### src/design/energy_voice_activity_detector_macros.svh
// ----------------------------------------------------------------------------
// energy voice activity detector assertion macros
// Short forms for the same-cycle and next-cycle implication checks.
// ----------------------------------------------------------------------------
`ifndef ENERGY_VOICE_ACTIVITY_DETECTOR_MACROS_SVH
`define ENERGY_VOICE_ACTIVITY_DETECTOR_MACROS_SVH

// consequent must hold in the same cycle as the antecedent
`define EVAD_ASSERT_NOW(label, clk, rst_n, ante, cons, msg) \
    label: assert property (@(posedge clk) disable iff (!rst_n) (ante) |-> (cons)) \
        else $error(msg);

// consequent must hold in the cycle after the antecedent
`define EVAD_ASSERT_NEXT(label, clk, rst_n, ante, cons, msg) \
    label: assert property (@(posedge clk) disable iff (!rst_n) (ante) |=> (cons)) \
        else $error(msg);

`endif

### src/design/evad_pkg.sv
// ----------------------------------------------------------------------------
// evad_pkg
// Shared types, widths and register codes of the voice activity detector.
// ----------------------------------------------------------------------------
package evad_pkg;

    localparam int MAX_FRAME_SAMPLES_DEF = 1024;

    localparam int SAMPLE_W = 16;
    localparam int SQ_W     = 32;
    localparam int SUM_W    = 41;
    localparam int THR_W    = 31;
    localparam int CNT16_W  = 16;
    localparam int CFG_IDX_W = 2;
    localparam int CFG_DATA_W = 31;
    localparam int IN_TDATA_W = 16;
    localparam int OUT_TDATA_W = 8;

    localparam logic [THR_W-1:0]   THRESHOLD_RST   = 31'd250000;
    localparam logic [CNT16_W-1:0] MIN_SPEECH_RST  = 16'd3;
    localparam logic [CNT16_W-1:0] MIN_SILENCE_RST = 16'd10;
    localparam logic [CNT16_W-1:0] CNT16_MAX       = 16'hFFFF;

    // configuration register indexes
    localparam logic [CFG_IDX_W-1:0] REG_THRESHOLD   = 2'd0;
    localparam logic [CFG_IDX_W-1:0] REG_MIN_SPEECH  = 2'd1;
    localparam logic [CFG_IDX_W-1:0] REG_MIN_SILENCE = 2'd2;

    typedef enum logic [2:0] {
        PH_SILENCE = 3'b001,
        PH_START   = 3'b010,
        PH_ONGOING = 3'b100
    } t_phase;

    typedef enum logic [1:0] {
        V_SILENCE = 2'd0,
        V_START   = 2'd1,
        V_ONGOING = 2'd2,
        V_END     = 2'd3
    } t_verdict;

    // frame-end status from the energy datapath
    typedef struct packed {
        logic done;
        logic speech;
    } t_frame;

endpackage

### src/design/evad_energy.sv
// ----------------------------------------------------------------------------
// evad_energy
// Squares samples, accumulates frame energy and compares it against
// threshold times sample count at each frame end.
// ----------------------------------------------------------------------------
module evad_energy #(
    parameter int MAX_FRAME_SAMPLES = evad_pkg::MAX_FRAME_SAMPLES_DEF
) (
    input  logic                              i_clk,
    input  logic                              i_rst_n,
    input  logic                              i_en,
    input  logic                              i_valid,
    input  logic [evad_pkg::SAMPLE_W-1:0]     i_sample,
    input  logic                              i_last,
    input  logic [evad_pkg::THR_W-1:0]        i_threshold,
    output evad_pkg::t_frame                  o_frame
);

    localparam int CNT_W  = $clog2(MAX_FRAME_SAMPLES + 1);
    localparam int PROD_W = evad_pkg::THR_W + CNT_W;
    localparam int CMP_W  = (PROD_W > evad_pkg::SUM_W) ? PROD_W : evad_pkg::SUM_W;
    localparam logic [CNT_W-1:0] CNT_LIMIT = CNT_W'(MAX_FRAME_SAMPLES);

    // stage 1: input register
    logic                          r_s1_valid;
    logic [evad_pkg::SAMPLE_W-1:0] r_s1_sample;
    logic                          r_s1_last;
    logic [CNT_W-1:0]              r_cnt;

    // stage 2: square
    logic                          r_s2_valid;
    logic [evad_pkg::SQ_W-1:0]     r_s2_sq;
    logic                          r_s2_end;
    logic [CNT_W-1:0]              r_s2_cnt;

    // stage 3: frame totals
    logic                          r_s3_valid;
    logic [evad_pkg::SUM_W-1:0]    r_s3_sum;
    logic [PROD_W-1:0]             r_s3_prod;
    logic [evad_pkg::SUM_W-1:0]    r_acc;

    logic [evad_pkg::SAMPLE_W-1:0] w_mag;
    logic [evad_pkg::SQ_W-1:0]     w_sq;
    logic [CNT_W-1:0]              w_cnt_inc;
    logic                          w_end;
    logic [evad_pkg::SUM_W:0]      w_sum_full;
    logic [evad_pkg::SUM_W-1:0]    w_sum_sat;

    // magnitude of -32768 is 0x8000, which still fits unsigned
    assign w_mag     = r_s1_sample[evad_pkg::SAMPLE_W-1] ?
                       (evad_pkg::SAMPLE_W'(0) - r_s1_sample) : r_s1_sample;
    assign w_sq      = evad_pkg::SQ_W'(w_mag) * evad_pkg::SQ_W'(w_mag);
    assign w_cnt_inc = r_cnt + CNT_W'(1);
    // an overlong frame closes on its last allowed sample
    assign w_end     = r_s1_last || (w_cnt_inc == CNT_LIMIT);

    assign w_sum_full = {1'b0, r_acc} + (evad_pkg::SUM_W + 1)'(r_s2_sq);
    assign w_sum_sat  = w_sum_full[evad_pkg::SUM_W] ? {evad_pkg::SUM_W{1'b1}}
                                                    : w_sum_full[evad_pkg::SUM_W-1:0];

    always_ff @(posedge i_clk) begin
        if (!i_rst_n) begin
            r_s1_valid <= 1'b0;
            r_s2_valid <= 1'b0;
            r_s3_valid <= 1'b0;
            r_cnt      <= '0;
            r_acc      <= '0;
        end else if (i_en) begin
            r_s1_valid <= i_valid;
            r_s2_valid <= r_s1_valid;
            r_s3_valid <= r_s2_valid && r_s2_end;
            if (r_s1_valid) begin
                r_cnt <= w_end ? '0 : w_cnt_inc;
            end
            if (r_s2_valid) begin
                r_acc <= r_s2_end ? '0 : w_sum_sat;
            end
        end
    end

    always_ff @(posedge i_clk) begin
        if (i_en) begin
            r_s1_sample <= i_sample;
            r_s1_last   <= i_last;
            r_s2_sq     <= w_sq;
            r_s2_end    <= w_end;
            r_s2_cnt    <= w_cnt_inc;
            r_s3_sum    <= w_sum_sat;
            r_s3_prod   <= PROD_W'(i_threshold) * PROD_W'(r_s2_cnt);
        end
    end

    assign o_frame.done   = r_s3_valid;
    assign o_frame.speech = CMP_W'(r_s3_sum) > CMP_W'(r_s3_prod);

endmodule

### src/design/energy_voice_activity_detector.sv
// ----------------------------------------------------------------------------
// energy_voice_activity_detector
// Frame energy voice activity detector with speech start/ongoing/end verdicts.
// ----------------------------------------------------------------------------
// Takes one signed 16-bit sample per clock on the slave stream while tready
// is high, tlast marking the last sample of a frame (a frame is also closed
// after MAX_FRAME_SAMPLES samples). At each frame end one result is sent on
// the master stream: the verdict and whether the frame's mean-square energy
// exceeded the threshold. Throughput is one sample per cycle, stalls apart,
// through a four-register pipeline (input, square, accumulate with threshold
// product, compare and verdict). The input stalls only while a result sits
// unread in the output register and the next frame's result has reached the
// verdict stage. The user is to write configuration through the write port
// only while the stream is idle; the block itself does not enforce this.
// ----------------------------------------------------------------------------
`include "energy_voice_activity_detector_macros.svh"

module energy_voice_activity_detector #(
    parameter int MAX_FRAME_SAMPLES = evad_pkg::MAX_FRAME_SAMPLES_DEF
) (
    input  logic                                 i_clk,
    input  logic                                 i_rst_n,
    input  logic                                 i_s_tvalid,
    output logic                                 o_s_tready,
    input  logic [evad_pkg::IN_TDATA_W-1:0]      i_s_tdata,   // [15:0] sample
    input  logic                                 i_s_tlast,   // frame_last
    output logic                                 o_m_tvalid,
    input  logic                                 i_m_tready,
    // [1:0] frame_verdict, [2] frame_is_speech, [7:3] zero
    output logic [evad_pkg::OUT_TDATA_W-1:0]     o_m_tdata,
    input  logic                                 i_cfg_we,
    input  logic [evad_pkg::CFG_IDX_W-1:0]       i_cfg_index,
    input  logic [evad_pkg::CFG_DATA_W-1:0]      i_cfg_data
);

    logic [evad_pkg::THR_W-1:0]   r_threshold;
    logic [evad_pkg::CNT16_W-1:0] r_min_speech;
    logic [evad_pkg::CNT16_W-1:0] r_min_silence;

    evad_pkg::t_phase             r_phase;
    evad_pkg::t_phase             n_phase;
    logic [evad_pkg::CNT16_W-1:0] r_speech_cnt;
    logic [evad_pkg::CNT16_W-1:0] n_speech_cnt;
    logic [evad_pkg::CNT16_W-1:0] r_silence_cnt;
    logic [evad_pkg::CNT16_W-1:0] n_silence_cnt;

    logic                         r_out_valid;
    evad_pkg::t_verdict           r_out_verdict;
    evad_pkg::t_verdict           n_verdict;
    logic                         r_out_speech;

    evad_pkg::t_frame             w_frame;
    logic                         w_en;
    logic [evad_pkg::CNT16_W-1:0] w_speech_inc;
    logic [evad_pkg::CNT16_W-1:0] w_silence_inc;

    // hold the pipeline only when a new frame result would overwrite an unread one
    assign w_en       = !(w_frame.done && r_out_valid && !i_m_tready);
    assign o_s_tready = w_en;

    evad_energy #(
        .MAX_FRAME_SAMPLES (MAX_FRAME_SAMPLES)
    ) u_energy (
        .i_clk       (i_clk),
        .i_rst_n     (i_rst_n),
        .i_en        (w_en),
        .i_valid     (i_s_tvalid),
        .i_sample    (i_s_tdata[evad_pkg::SAMPLE_W-1:0]),
        .i_last      (i_s_tlast),
        .i_threshold (r_threshold),
        .o_frame     (w_frame)
    );

    always_ff @(posedge i_clk) begin
        if (!i_rst_n) begin
            r_threshold   <= evad_pkg::THRESHOLD_RST;
            r_min_speech  <= evad_pkg::MIN_SPEECH_RST;
            r_min_silence <= evad_pkg::MIN_SILENCE_RST;
        end else if (i_cfg_we) begin
            case (i_cfg_index)
                evad_pkg::REG_THRESHOLD: begin
                    r_threshold <= i_cfg_data;
                end
                evad_pkg::REG_MIN_SPEECH: begin
                    r_min_speech <= i_cfg_data[evad_pkg::CNT16_W-1:0];
                end
                evad_pkg::REG_MIN_SILENCE: begin
                    r_min_silence <= i_cfg_data[evad_pkg::CNT16_W-1:0];
                end
                default: begin
                end
            endcase
        end
    end

    // saturating frame counters
    assign w_speech_inc  = (r_speech_cnt == evad_pkg::CNT16_MAX) ?
                           r_speech_cnt : r_speech_cnt + evad_pkg::CNT16_W'(1);
    assign w_silence_inc = (r_silence_cnt == evad_pkg::CNT16_MAX) ?
                           r_silence_cnt : r_silence_cnt + evad_pkg::CNT16_W'(1);

    always_comb begin
        n_phase       = r_phase;
        n_speech_cnt  = r_speech_cnt;
        n_silence_cnt = r_silence_cnt;
        n_verdict     = evad_pkg::V_SILENCE;
        case (r_phase)
            evad_pkg::PH_START, evad_pkg::PH_ONGOING: begin
                if (w_frame.speech) begin
                    n_speech_cnt  = w_speech_inc;
                    n_silence_cnt = '0;
                    n_phase       = evad_pkg::PH_ONGOING;
                    n_verdict     = evad_pkg::V_ONGOING;
                end else begin
                    n_silence_cnt = w_silence_inc;
                    if ((w_silence_inc >= r_min_silence) &&
                        (r_speech_cnt >= r_min_speech)) begin
                        n_phase   = evad_pkg::PH_SILENCE;
                        n_verdict = evad_pkg::V_END;
                    end else begin
                        n_verdict = evad_pkg::V_ONGOING;
                    end
                end
            end
            default: begin
                if (w_frame.speech) begin
                    n_speech_cnt  = evad_pkg::CNT16_W'(1);
                    n_silence_cnt = '0;
                    n_phase       = evad_pkg::PH_START;
                    n_verdict     = evad_pkg::V_START;
                end else begin
                    n_phase   = evad_pkg::PH_SILENCE;
                    n_verdict = evad_pkg::V_SILENCE;
                end
            end
        endcase
    end

    always_ff @(posedge i_clk) begin
        if (!i_rst_n) begin
            r_phase       <= evad_pkg::PH_SILENCE;
            r_speech_cnt  <= '0;
            r_silence_cnt <= '0;
            r_out_valid   <= 1'b0;
        end else begin
            if (w_frame.done && w_en) begin
                r_phase       <= n_phase;
                r_speech_cnt  <= n_speech_cnt;
                r_silence_cnt <= n_silence_cnt;
                r_out_valid   <= 1'b1;
            end else if (i_m_tready) begin
                r_out_valid   <= 1'b0;
            end
        end
    end

    always_ff @(posedge i_clk) begin
        if (w_frame.done && w_en) begin
            r_out_verdict <= n_verdict;
            r_out_speech  <= w_frame.speech;
        end
    end

    assign o_m_tvalid = r_out_valid;
    assign o_m_tdata  = {5'b0, r_out_speech, r_out_verdict};

    `EVAD_ASSERT_NOW(a_start_is_speech, i_clk, i_rst_n,
        o_m_tvalid && (r_out_verdict == evad_pkg::V_START), r_out_speech,
        "start verdict on a silent frame")
    `EVAD_ASSERT_NOW(a_end_is_silent, i_clk, i_rst_n,
        o_m_tvalid && (r_out_verdict == evad_pkg::V_END), !r_out_speech,
        "end verdict on a speech frame")
    `EVAD_ASSERT_NOW(a_active_has_speech, i_clk, i_rst_n,
        r_phase != evad_pkg::PH_SILENCE, r_speech_cnt != '0,
        "active phase with zero speech count")
    `EVAD_ASSERT_NEXT(a_silence_to_start, i_clk, i_rst_n,
        w_en && w_frame.done && w_frame.speech && (r_phase == evad_pkg::PH_SILENCE),
        (r_phase == evad_pkg::PH_START) && (r_speech_cnt == evad_pkg::CNT16_W'(1)),
        "speech frame in silence did not start")

endmodule
### config.mk
export PLATFORM = sky130hd
export DESIGN_NAME = energy_voice_activity_detector
export DESIGN_NICKNAME = d
export VERILOG_FILES = /design/src/design/evad_pkg.sv /design/src/design/evad_energy.sv /design/src/design/energy_voice_activity_detector.sv
export VERILOG_INCLUDE_DIRS = /design/src /design/src/design
export SDC_FILE = /design/constraint.sdc
export NUM_CORES = 2
export LEC_CHECK = 0
export ABC_CLOCK_PERIOD_IN_PS = 16450
export BUFFER_PORTS_ARGS = -buffer_cell sky130_fd_sc_hd__buf_4
export CAP_MARGIN = 25
export CORE_MARGIN = 1
export CORE_UTILIZATION = 34
export DETAILED_ROUTE_END_ITERATION = 12
export PLACE_DENSITY_LB_ADDON = 0.1
export SLEW_MARGIN = 30
export SYNTH_ARGS = -nofsm -noshare
export SYNTH_HDL_FRONTEND = slang
export SYNTH_SLANG_ARGS = --single-unit
### constraint.sdc
create_clock -name i_clk -period 16.45 [get_ports i_clk]
set_input_delay 1.645 -clock i_clk [delete_from_list [all_inputs] [get_ports i_clk]]
set_output_delay 1.645 -clock i_clk [all_outputs]
set_load 0.02 [all_outputs]
## Word level (Yosys, flattened, before mapping)

Cells that the tools add are included.

- Bits of input ports: 55
- Output and inout bits: 10
- Register bits: 301
- Word-level logic and storage cells: 83

- Equal/unequal tests: 9
- Multiplexer cells: 22
- Reduce and logical (&&, ||, !) cells: 20
- Magnitude comparators: 3
- $add $sub $neg: 5
- $mul: 2
- Bitwise gates (word level): 1

Operator list:

| operator | number |
|---|---|
| $mux 16 | 9 |
| $mux 41 | 2 |
| $add 41x32->42 | 1 |
| $gt 41x42->1 | 1 |
| $mul 31x11->42 | 1 |
| $add 16x1->16 const B | 2 |
| $eq 16x16->1 const B | 2 |
| $ge 16x16->1 | 2 |
| $mul 16x16->32 | 1 |
| $sub 1x16->16 const A | 1 |
| $reduce_and 2->1 | 7 |
| $add 11x1->11 const B | 1 |
| $eq 11x11->1 const B | 1 |
| $mux 11 | 1 |
| $mux 3 | 3 |
| $logic_and 1x1->1 | 5 |
| $mux 1 | 5 |
| $mux 2 | 2 |
| $reduce_bool 2->1 | 2 |
| $eq 3x2->1 const B | 1 |
| $eq 3x3->1 const B | 1 |
| $ne 3x3->1 const B | 1 |
| $reduce_and 3->1 | 1 |
| $eq 2x1->1 const B | 1 |
| other kinds (7) | 8 |

## Logic depth before layout (Yosys ltp)

- Depth in word-level cells: 7
- Mapped depth: 31
- Depth with buffers taken out: 30

## Cells and area by module

Synthesis repeated with hierarchy kept, for this count alone.

- Cell total of the unflattened synthesis: 3581
- Area total of the unflattened synthesis: 32780.2 sq um

Modules (own cells, without submodules):

| module | seq. area each (sq um) | area an instance (sq um) | cells an instance | times used |
|---|---|---|---|---|
| evad_energy | 5395.2 | 27590.2 | 2925 | 1 |
| energy_voice_activity_detector | 2072.0 | 5190.0 | 656 | 1 |

## Worst setup path after synthesis

Ideal clock, no wire load.

- Path type: register to register
- Start: reg u_energy.r_s1_sample[0] in the netlist's numbering
- End: reg u_energy.r_s2_sq[31] in the netlist's numbering, data pin
- Clock period less this slack: 7825 ps
- Arrival time: 7565 ps
- Path buffers: 2
- Setup time: 260 ps
- Cell stages (with the launch flop): 30
- Data required time: 16190 ps
- Path slack: 8625 ps
- Path through: edfxtp_1 inv_1 clkbuf_1 ha_1 nand2_1 or4_1 o21a_1 xnor2_1 clkbuf_1 nor2_1 inv_1 fa_1 fa_1 inv_1 fa_1 fa_1 fa_1 inv_1 fa_1 inv_1 ha_1 a21oi_1 o21ai_0 o41a_1 or4b_1 nand2_1 o211ai_1 a31o_2 a21oi_1 xnor2_1

- Cells in the longest elaborated chain, start to end: 3

RTL lines:

| element | RTL line | source |
|---|---|---|
| start, declared | evad_energy.sv:26 | `logic [evad_pkg::SAMPLE_W-1:0] r_s1_sample;` |
| start signal, assigned | evad_energy.sv:83 | `r_s1_sample <= i_sample;` |
| $sub 1x16->16 | evad_energy.sv:51 | `(evad_pkg::SAMPLE_W'(0) - r_s1_sample) : r_s1_sample;` |
| $mux 16 (*) | evad_energy.sv:50 | `assign w_mag = r_s1_sample[evad_pkg::SAMPLE_W-1] ?` |
| $mul 16x16->32 (*) | evad_energy.sv:52 | `assign w_sq = evad_pkg::SQ_W'(w_mag) * evad_pkg::SQ_W'(w_mag);` |
| net u_energy.w_sq (one bit) | evad_energy.sv:43 | `logic [evad_pkg::SQ_W-1:0] w_sq;` |
| end signal, assigned | evad_energy.sv:85 | `r_s2_sq <= w_sq;` |
| end, declared | evad_energy.sv:32 | `logic [evad_pkg::SQ_W-1:0] r_s2_sq;` |

The timed path passes the listed nets; every way through them passes the cells marked *.
A chain may end at the register's enable or synchronous reset.

## Final worst setup path

Same ends and word-level chain as after synthesis.

==> qor.yml <==
critPathMaxStageDelay_ps: 510
postCtsHoldBufs: 0
ys_seq_elements: 300
fillCellCount: 9671
leakage_nw: 15.0
overflow: 0
ys_warn_count: 0
grt_pass1_wl_mm: 135
synth_top_area_share_pct: 26.5
swShare_pct: 44.7
path_common_cell: "fa_1"
hp-class: "flip-flop to flip-flop"
p_int_mw: 3.24
cp_top_family: "adder cells"
end_kind: "flip-flop"
maxSlewHeadroom_pct: 37.5
die_x_um: 309
syn2layout_area_growth_pct: 9.33
crit_path_max_fanout: 17
fin_skew_ps: 22.6
post-route-util_pct: 37.5
setup_violations: 0
post-cts-setup-buffers: 0
combPwrFrac_pct: 65.8
async_flop_share_pct: 0
grt_usage_pct: 18.0
viasPerCell: 4.88
place_hpwl_mm: 65.7
syn-cell-area_mm2: 0.0320
synth_area_per_cell_um2: 9.31
required_ps: 16770
synth_ff_type: "dfxtp_1"
stdcell_area_mm2: 0.0350
cts_buffer_depth: 3
synth_edf_count: 146
wl_per_cell_um: 17.6
first_pass_iters: 5
antenna_left: 0
power_frac_seq_pct: 19.4
vias: 23000
p_per_area_mw_per_mm2: 167
cts_inserted_buffers: 40
cp_num_buf_inv: 5
drtIter0Drc: 1153
critPathLaunchType: "flip-flop"
p_switching_mw: 2.62
place_area_mm2: 0.0337
synth_top_area_cell: "fa_1"
yosysUniqueCellTypes: 94
clock.fmax_ghz: 0.116
synthTopCellsByArea: "fa_1, edfxtp_1, ha_1"
gp_congestion: 0.814
clk_latency_ps: 580
status: "finished clean"
drt_wl_total_mm: 83.2
rsz0062_at_grt: "no"
grt_antenna_before_repair: 2
root_buffer: "clkbuf_16"
timing_hold_violations_final: 0
worst_path_max_delay_cell: "clkinv_1"
report.final.slew_viol_count: 0
multi_input_area_mm2: 0.0220
htree_levels: 2
maxCapViolations: 0
initial_core_util_pct: 34.3
worst_pin_slew_ps: 934
synthCells: 3439
fin_setup_tns_ps: 0
grt_max_degree: 75
cts_tree: "done"
die_area_mm2: 0.0954
portBuffers: 59
cts_sinks: 300
fin_nets: 4199
core_area_mm2: 0.0933
drive_gt1_share_pct: 5.91
hold_ws_ps: 456
io_pins: 65
worstSetupPathType: "flip-flop to flip-flop"
cp.arrival_ps: 8950
period_needed_ps: 8630
drcViolationCount: 0
diodes: 0
register_area_mm2: 0.00747
ir_drop_mv: 0.272
fin_crit_sh_pct: 52.4
grt_pass1_vias: 24000
die-height_um: 309
rows: 112
clk_pin_slew_worst_paths_ps: 60
synth_seq_area_share_pct: 23.3
cts.repair.resized: 0
clkPwrFrac_pct: 14.7
[power groups by stage]
stage / sequential [mW] / combinational, mW / clock, mW
3_3_place_gp: 1.16 / 3.92 / 0
2_1_floorplan: 1.11 / 2.97 / 0
5_1_grt: 1.15 / 4.39 / 0.919
3_5_place_dp: 1.16 / 3.88 / 0
6_report: 1.14 / 3.85 / 0.863
4_1_cts: 1.14 / 3.91 / 0.894
[cell usage after synthesis (all sizes together), types with 6 or more instances]
cell and number:
buf 24, nor4 9, clkbuf 124, nor3 41, xor2 49, nor2b 21
o211ai 18, o2bb2ai 7, clkinv 8, a41oi 6, edfxtp 146, a31oi 14
o31a 7, nand2 534, a211o 6, nand2b 18, a22o 35, nand4 31
and3 29, o21ai 85, a21o 60, dfxtp 154, o21a 25, and2 123
o2111ai 9, o31ai 16, or2 17, a21oi 171, nand3 73, a211oi 16
or4 10, inv 509, o21bai 15, ha 287, or3 12, xnor2 85
nor2 154, fa 423
[routing by layer]
metal / up-vias / track usage [%] / part of all wire [%]
li1: 11200 / - / -
met1: 11400 / 26.0 / 50
met2: 329 / 29.0 / 45
met3: 77 / 2.10 / 3.5
met4: 0 / 3.35 / 1.6
met5: - / 0 / 0
[state kept, by name, indices dropped and copies added, names as in the netlist]
signal                flops
u_energy.r_s2_cnt        11
r_min_silence            16
u_energy.r_s2_valid       1
r_out_verdict             2
o_m_tvalid                1
r_min_speech             16
u_energy.r_s3_valid       1
u_energy.r_cnt           11
u_energy.r_acc           41
u_energy.r_s2_end         1
r_phase                   3
r_out_speech              1
u_energy.r_s3_sum        41
u_energy.r_s1_sample     16
r_threshold              31
u_energy.r_s1_valid       1
u_energy.r_s1_last        1
u_energy.r_s3_prod       42
r_silence_cnt            16
r_speech_cnt             16
u_energy.r_s2_sq         31
[worst min-delay path: stages (launching register included)]
cell	delay, ps
dfxtp_1	310
nand2_1	50
a21oi_1	50
[final timing paths]
check / from / end / slack, ps / cells past startpoint
max: u_energy.r_s1_sample[0] / u_energy.r_s2_sq[31] / 7820 / 28
max reg2reg: u_energy.r_s1_sample[0] / u_energy.r_s2_sq[31] / 7820 / 28
min reg2reg: r_min_speech[15] / r_min_speech[15] / 460 / 2
min: r_min_speech[15] / r_min_speech[15] / 460 / 2
[layout by cell type, fill, tap and decap left out, types with 84 or more instances in the layout]
cell      instances
nand2_1         529
inv_1           506
fa_1            423
ha_1            287
a21oi_1         170
dfxtp_1         154
nor2_1          150
edfxtp_1        146
and2_1          123
buf_4            86
xnor2_1          84
[layout make-up]
cell class,instances,area share (%)
clock inverter,19,0.565
timing repair buffer,87,1.92
inverter,517,5.54
multi-input combinational,2488,63.0
clock buffer,55,3.19
sequential,300,21.3
tap,1254,4.48
[metrics by stage]
stage	power, mW	worst slack, ps	cells
after floorplan	4.08	8630	3453
after global placement	5.08	7940	4645
after detailed placement	5.04	7800	4645
after CTS	5.95	7790	4719
after global routing	6.45	7170	4720
final	5.85	7820	4720
[logic make-up after synthesis]
group                    synth area share [%]
multiplexers                            0.137
AO/OA/AOI/OAI                            11.2
flip-flops                               23.3
buffers and inverters                    8.10
other                                  0.0235
XOR/XNOR                                 3.72
AND/OR/NAND/NOR                          15.8
adder cells (fa/ha/maj)                  37.7
(Power assumes the default switching activity.)
